### src/rtl/assert_macros.svh
// Assertion macros used by the controller back end.
`ifndef ASSERT_MACROS_SVH
`define ASSERT_MACROS_SVH

// Condition that must hold at every clock edge out of reset.
`define FDC_ASSERT_ALWAYS(lbl, cond, msg) \
    lbl: assert property (@(posedge clk) disable iff (!rst_n) (cond)) else $error(msg);

// Same-cycle implication.
`define FDC_ASSERT_IMPL(lbl, ante, cons, msg) \
    lbl: assert property (@(posedge clk) disable iff (!rst_n) (ante) |-> (cons)) \
        else $error(msg);

`endif

### src/rtl/fdc_pkg.sv
// Types and constants of the floppy disk controller.
`timescale 1ns / 1ps
package fdc_pkg;

    localparam int SECTOR_BYTES = 256;
    localparam int LOAD_AW      = 18;

    localparam logic [7:0] ST_BUSY      = 8'h01;
    localparam logic [7:0] ST_DRQ       = 8'h02;
    localparam logic [7:0] ST_TRACK0    = 8'h04;
    localparam logic [7:0] ST_RNF       = 8'h10;
    localparam logic [7:0] ST_PROTECT   = 8'h40;
    localparam logic [7:0] ST_NOT_READY = 8'h80;
    localparam logic [7:0] CTRL_RD_MASK = 8'h1C;
    localparam logic [9:0] DELAY_XFER   = 10'd32;
    localparam logic [9:0] DELAY_TYPE1  = 10'd512;

    localparam logic [3:0] CMD_RESTORE  = 4'h0;
    localparam logic [3:0] CMD_SEEK     = 4'h1;
    localparam logic [3:0] CMD_STEP_IN  = 4'h4;
    localparam logic [3:0] CMD_STEP_INU = 4'h5;
    localparam logic [3:0] CMD_STEP_OUT = 4'h6;
    localparam logic [3:0] CMD_STEP_OTU = 4'h7;
    localparam logic [3:0] CMD_READ     = 4'h8;
    localparam logic [3:0] CMD_READ_M   = 4'h9;
    localparam logic [3:0] CMD_WRITE    = 4'hA;
    localparam logic [3:0] CMD_WRITE_M  = 4'hB;
    localparam logic [3:0] CMD_READ_ADR = 4'hC;
    localparam logic [3:0] CMD_FORCE    = 4'hD;
    localparam logic [3:0] CMD_RD_TRK   = 4'hE;
    localparam logic [3:0] CMD_WR_TRK   = 4'hF;

    localparam logic [2:0] CFG_ENABLED  = 3'd0;
    localparam logic [2:0] CFG_MOUNTED  = 3'd1;
    localparam logic [2:0] CFG_PROTECT  = 3'd2;
    localparam logic [2:0] CFG_TEN_SECT = 3'd3;
    localparam logic [2:0] CFG_TRACKS   = 3'd4;

    localparam logic [1:0] FN_READ  = 2'd0;
    localparam logic [1:0] FN_WRITE = 2'd1;
    localparam logic [1:0] FN_TICK  = 2'd2;
    localparam logic [1:0] FN_LOAD  = 2'd3;

    localparam logic [2:0] RG_STATUS  = 3'd0;
    localparam logic [2:0] RG_TRACK   = 3'd1;
    localparam logic [2:0] RG_SECTOR  = 3'd2;
    localparam logic [2:0] RG_DATA    = 3'd3;
    localparam logic [2:0] RG_CONTROL = 3'd4;

    typedef struct packed {
        logic [1:0]  func;
        logic [2:0]  reg_offset;
        logic [7:0]  wdata;
        logic [31:0] elapsed_cycles;
        logic [2:0]  load_unit;
        logic [17:0] load_address;
    } in_word_t;

    typedef struct packed {
        logic [7:0] rdata;
        logic       irq_assert;
        logic       intrq_level;
    } out_word_t;

    typedef enum logic [3:0] {
        OP_NOP, OP_RSTAT, OP_RTRK, OP_RSEC, OP_RDATA, OP_RCTL,
        OP_CMD, OP_WTRK, OP_WSEC, OP_WDATA, OP_WCTL, OP_TICK, OP_LOAD
    } item_op_t;

    typedef struct packed {
        item_op_t    op;
        logic [7:0]  wdata;
        logic [31:0] elapsed_cycles;
        logic [2:0]  load_unit;
        logic [17:0] load_address;
    } q_word_t;

    typedef enum logic [1:0] {XF_NONE, XF_READ, XF_WRITE, XF_ADDR} xfer_kind_t;

    typedef enum logic [2:0] {CS_IDLE, CS_EXEC, CS_RCOPY, CS_WCOPY, CS_IDW} core_state_t;

endpackage

### src/rtl/fdc_front.sv
// Front end: accepts words, decodes them into operations, two-entry queue.
`timescale 1ns / 1ps
module fdc_front #(
    parameter int UNITS       = 8,
    parameter int MAX_TRACKS  = 80,
    parameter int MAX_SECTORS = 10
) (
    input  logic               clk,
    input  logic               rst_n,
    input  logic               enabled,
    input  logic               in_valid,
    output logic               in_ready,
    input  fdc_pkg::in_word_t  in_word,
    output logic               q_valid,
    input  logic               q_ready,
    output fdc_pkg::q_word_t   q_word
);
    localparam int UNIT_BYTES = MAX_TRACKS * MAX_SECTORS * fdc_pkg::SECTOR_BYTES;

    fdc_pkg::q_word_t fifo_reg [2];
    logic       wr_ptr_reg, rd_ptr_reg;
    logic [1:0] count_reg;
    fdc_pkg::item_op_t op;
    logic push, pop;

    always_comb
    begin
        op = fdc_pkg::OP_NOP;
        case (in_word.func)
            fdc_pkg::FN_READ:
                if (enabled)
                begin
                    case (in_word.reg_offset)
                        fdc_pkg::RG_STATUS:  op = fdc_pkg::OP_RSTAT;
                        fdc_pkg::RG_TRACK:   op = fdc_pkg::OP_RTRK;
                        fdc_pkg::RG_SECTOR:  op = fdc_pkg::OP_RSEC;
                        fdc_pkg::RG_DATA:    op = fdc_pkg::OP_RDATA;
                        fdc_pkg::RG_CONTROL: op = fdc_pkg::OP_RCTL;
                        default:             op = fdc_pkg::OP_NOP;
                    endcase
                end
            fdc_pkg::FN_WRITE:
                if (enabled)
                begin
                    case (in_word.reg_offset)
                        fdc_pkg::RG_STATUS:  op = fdc_pkg::OP_CMD;
                        fdc_pkg::RG_TRACK:   op = fdc_pkg::OP_WTRK;
                        fdc_pkg::RG_SECTOR:  op = fdc_pkg::OP_WSEC;
                        fdc_pkg::RG_DATA:    op = fdc_pkg::OP_WDATA;
                        fdc_pkg::RG_CONTROL: op = fdc_pkg::OP_WCTL;
                        default:             op = fdc_pkg::OP_NOP;
                    endcase
                end
            fdc_pkg::FN_TICK: op = fdc_pkg::OP_TICK;
            default:
                if ({1'b0, in_word.load_unit} < 4'(UNITS)
                    && {1'b0, in_word.load_address} < 19'(UNIT_BYTES))
                    op = fdc_pkg::OP_LOAD;
        endcase
    end

    assign in_ready = (count_reg != 2'd2);
    assign q_valid  = (count_reg != 2'd0);
    assign q_word   = fifo_reg[rd_ptr_reg];
    assign push     = in_valid && in_ready;
    assign pop      = q_valid && q_ready;

    always_ff @(posedge clk)
    begin
        if (push)
        begin
            fifo_reg[wr_ptr_reg].op             <= op;
            fifo_reg[wr_ptr_reg].wdata          <= in_word.wdata;
            fifo_reg[wr_ptr_reg].elapsed_cycles <= in_word.elapsed_cycles;
            fifo_reg[wr_ptr_reg].load_unit      <= in_word.load_unit;
            fifo_reg[wr_ptr_reg].load_address   <= in_word.load_address;
        end
    end

    always_ff @(posedge clk or negedge rst_n)
    begin
        if (!rst_n)
        begin
            wr_ptr_reg <= 1'b0;
            rd_ptr_reg <= 1'b0;
            count_reg  <= 2'd0;
        end
        else
        begin
            if (push)
                wr_ptr_reg <= ~wr_ptr_reg;
            if (pop)
                rd_ptr_reg <= ~rd_ptr_reg;
            count_reg <= count_reg + 2'(push) - 2'(pop);
        end
    end
endmodule

### config.mk
export PLATFORM = sky130hd
export DESIGN_NAME = fdc_front
export DESIGN_NICKNAME = d
export VERILOG_FILES = /design/src/rtl/assert_macros.svh /design/src/rtl/fdc_pkg.sv /design/src/rtl/fdc_front.sv
export SDC_FILE = /design/constraint.sdc
export NUM_CORES = 1
export LEC_CHECK = 0
export BUFFER_PORTS_ARGS = -buffer_cell sky130_fd_sc_hd__buf_2
export CAP_MARGIN = 20
export CORE_MARGIN = 2
export CORE_UTILIZATION = 47
export DETAILED_ROUTE_END_ITERATION = 16
export PLACE_DENSITY_LB_ADDON = 0.05
export SYNTH_ARGS = -nofsm -noshare
export SYNTH_HDL_FRONTEND = slang
export SYNTH_SLANG_ARGS = --single-unit
### constraint.sdc
create_clock -name clk -period 4.2 [get_ports clk]
set_clock_uncertainty 0.15 [all_clocks]
set_input_delay 0.63 -clock clk [delete_from_list [all_inputs] [get_ports clk]]
set_output_delay 0.63 -clock clk [all_outputs]
set_load 0.05 [all_outputs]
==> results.toml <==
[power_and_ir_drop]
powerDensity_mw_per_mm2 = 817.7
p_leak_nw = 2.454
vdd_drop_max_v = 0.0005527

[finish]
finish.instance_area_mm2 = 0.006464
finish.cell_count_without_fillers = 546
areaGrowthSynthToFinish_pct = 27.40
post_route_cells_drive_above_1_share = 0.4171
largest_register_ff_count = 130
antenna_cells_inserted = 0
finish.net_count = 470

[yosys]
synthCells = 246
netlist_area_mm2 = 0.005074
synth_flop_cell = "edfxtp_1"
synth_enable_flop_cells = 130
yosysWarningCount = 0
avgSynthCellArea_um2 = 20.62
synth_seq_area_share = 0.7891
synthesized_netlist_net_count = 319
async_reset_ff_frac = 0.02985
ys_seq_elements = 134
yosysUniqueCellTypes = 30

[routing]
wirelength_mm = 8.676
post_drt_wl_per_cell_um = 15.89
first_iter_violations = 116
first_pass_iters = 4
routed-via-count = 2669
postRouteAntennaNets = 0
detail_route.drc_violations = 0
routed_via_count_divided_by_cell_count = 4.888

[grt]
antenna_found_initial = 0
globalRouteTotalUtil = 0.1571
grt_max_degree = 37
grt_pass1_vias = 2717
grt_overflow = 0
grt_pass1_wl_mm = 13.32

[critical_path]
worst_r2r_path_depth = 4
worst_setup_path_class = "reg2out"
worst_setup_path_start_kind = "register"
cells_traversed_along_the_worst_timing_path = "buf_12 > mux2_1 > buf_2"
timing.rr.start = "count_reg[1]"
cp_slowest_stage_delay_ns = 0.87
worst_r2r_endpoint = "fifo_reg[0][26]"
cp.arrival_ns = 2.35
cell_with_the_largest_stage_delay_on_the_worst_path = "dfrtp_2"
crit_required_ns = 3.42
critical_path_peak_fanout = 36
timing.reg2reg.setup_slack_ns = 2.00
endpoint_kind = "primary output"

[status]
status = "complete, no violations"

[floorplan]
die_height_um = 107.9
num_io_pins = 138
core_footprint_mm2 = 0.01042
die_boundary_width_um = 107.9
initial_cell_density_of_the_core = 0.4871
die_area_mm2 = 0.01164
rows = 37

[cts]
clock_latency_ns = 0.51
ctsRootBufferMaster = "clkbuf_8"
path_clk_slew_ns = 0.06
ctsLongestPathBuffers = 2
cts.sinks = 134
tritoncts = "built"
number_of_levels_the_h_tree_was_split_into = 4
numCtsBuffers = 17
postCtsResizedCells = 0

[sta]
worstMarginPinSlew_ns = 0.9518
setup_total_negative_slack_ns = 0
finalWorstSetupSlack_ns = 1.073
period_utilization_post_route = 0.7446
finalMaxSlewViolations = 0
hold_violations = 0
achievable-frequency_mhz = 319.8
final_period_minus_worst_setup_slack_ns = 3.127
grt_setup_unrepaired = "false"
relSlewSlack = 0.3640
setup_viol_count_final = 0
whs_ns = 0.1555

[place]
last_weighted_congestion_value_of_the_routability_driven_placer = 0.7608
placement.setup.worst_slack_ns = 1.600
inst_count_dp = 513
dpl.hpwl_mm = 5.548
place.port_buffers = 137
postPlaceCellArea_mm2 = 0.005922

[worst_hold_path]
min_delay_worst_endpoint = "fifo_reg[0][5]"
hp-class = "in2reg"
worstHoldPathCells = 1
min_from = "in_word[5]"

[run]
max-cap-violations = 0
## worst max-delay path by stage
stage                  from        endpoint  slack, ns  depth (start not counted)
2_1_floorplan  count_reg[0]  fifo_reg[0][0]       0.90                          3
4_1_cts          rd_ptr_reg       q_word[0]       1.03                          3
6_report         rd_ptr_reg       q_word[0]       1.07                          3
3_3_place_gp     rd_ptr_reg       q_word[0]       1.60                          3
3_5_place_dp     rd_ptr_reg       q_word[0]       1.60                          3
5_1_grt          rd_ptr_reg       q_word[0]       0.97                          3
## layer usage
metal | track usage | share of wire
met5 | 0 | 0
met4 | 0.06593 | 0.010
met2 | 0.2624 | 0.51
met1 | 0.1736 | 0.41
met3 | 0.07264 | 0.075
## final cells by class
class,instances,area [um2]
tap,136,170.2
inverter,1,3.754
clock inverter,6,53.80
multi-input combinational,102,997.2
fill,805,3953
sequential,134,4005
timing repair buffer,141,755.7
clock buffer,26,478.0
## cells in the final DEF (no fill, tap or decap), types with 2 or more instances in the layout
cell type	Yosys	final
clkbuf_1	0	6
xnor2_1	3	3
mux2_1	65	65
ha_1	2	2
edfxtp_1	130	130
clkinv_2	0	4
a21oi_1	3	3
nand2b_1	2	2
nand2_1	3	3
dfrtp_1	4	3
nor2b_1	3	3
o21ai_1	3	3
buf_12	0	3
clkbuf_16	0	16
clkbuf_8	0	4
buf_2	2	137
nor2_1	3	2
## power by group
group          total, W  switching (W)  internal (W)
registers       0.00196       0.000127       0.00183
logic           0.00203        0.00151      0.000512
clock network   0.00130       0.000476      0.000825
## synthesized netlist by cell type, types with 2 or more instances
cell	number	area share
buf_6	4	0.0089
nor2_1	3	0.0022
buf_2	2	0.0020
o21ai_1	3	0.0030
nand2_1	3	0.0022
nand2b_1	2	0.0025
edfxtp_1	130	0.77
a21oi_1	3	0.0030
nor2b_1	3	0.0037
buf_4	3	0.0044
dfrtp_1	4	0.020
mux2_1	65	0.14
ha_1	2	0.0049
xnor2_1	3	0.0052
## cell families after synthesis
logic type               share of synthesized area
flip-flops                                  0.7891
AO/OA/AOI/OAI                              0.01430
buffers and inverters                      0.01603
XOR/XNOR                                  0.006906
adder cells (fa/ha/maj)                   0.004931
AND/OR/NAND/NOR                            0.02220
multiplexers                                0.1465
## through the flow
stage                     total power (W)    util
final                            0.005285  0.6205
after floorplan                  0.003576       -
after global routing             0.005519  0.6205
after CTS                        0.005355  0.6205
after global placement           0.004029  0.5685
after detailed placement         0.004037  0.5685
## critical path, delay by kind of cell, from the launching register on
| family | cells | cell delay (ns) |
|---|---|---|
| DFF | 1 | 0.87 |
| buffers and inverters | 2 | 0.52 |
| muxes | 1 | 0.38 |
## repair_timing
| action | CTS | global route |
|---|---|---|
| hold buffers | 1 | 0 |
| hold endpoints to repair | 4 | 0 |
| buffers inserted | 0 | 0 |
(Power assumes the default switching activity.)
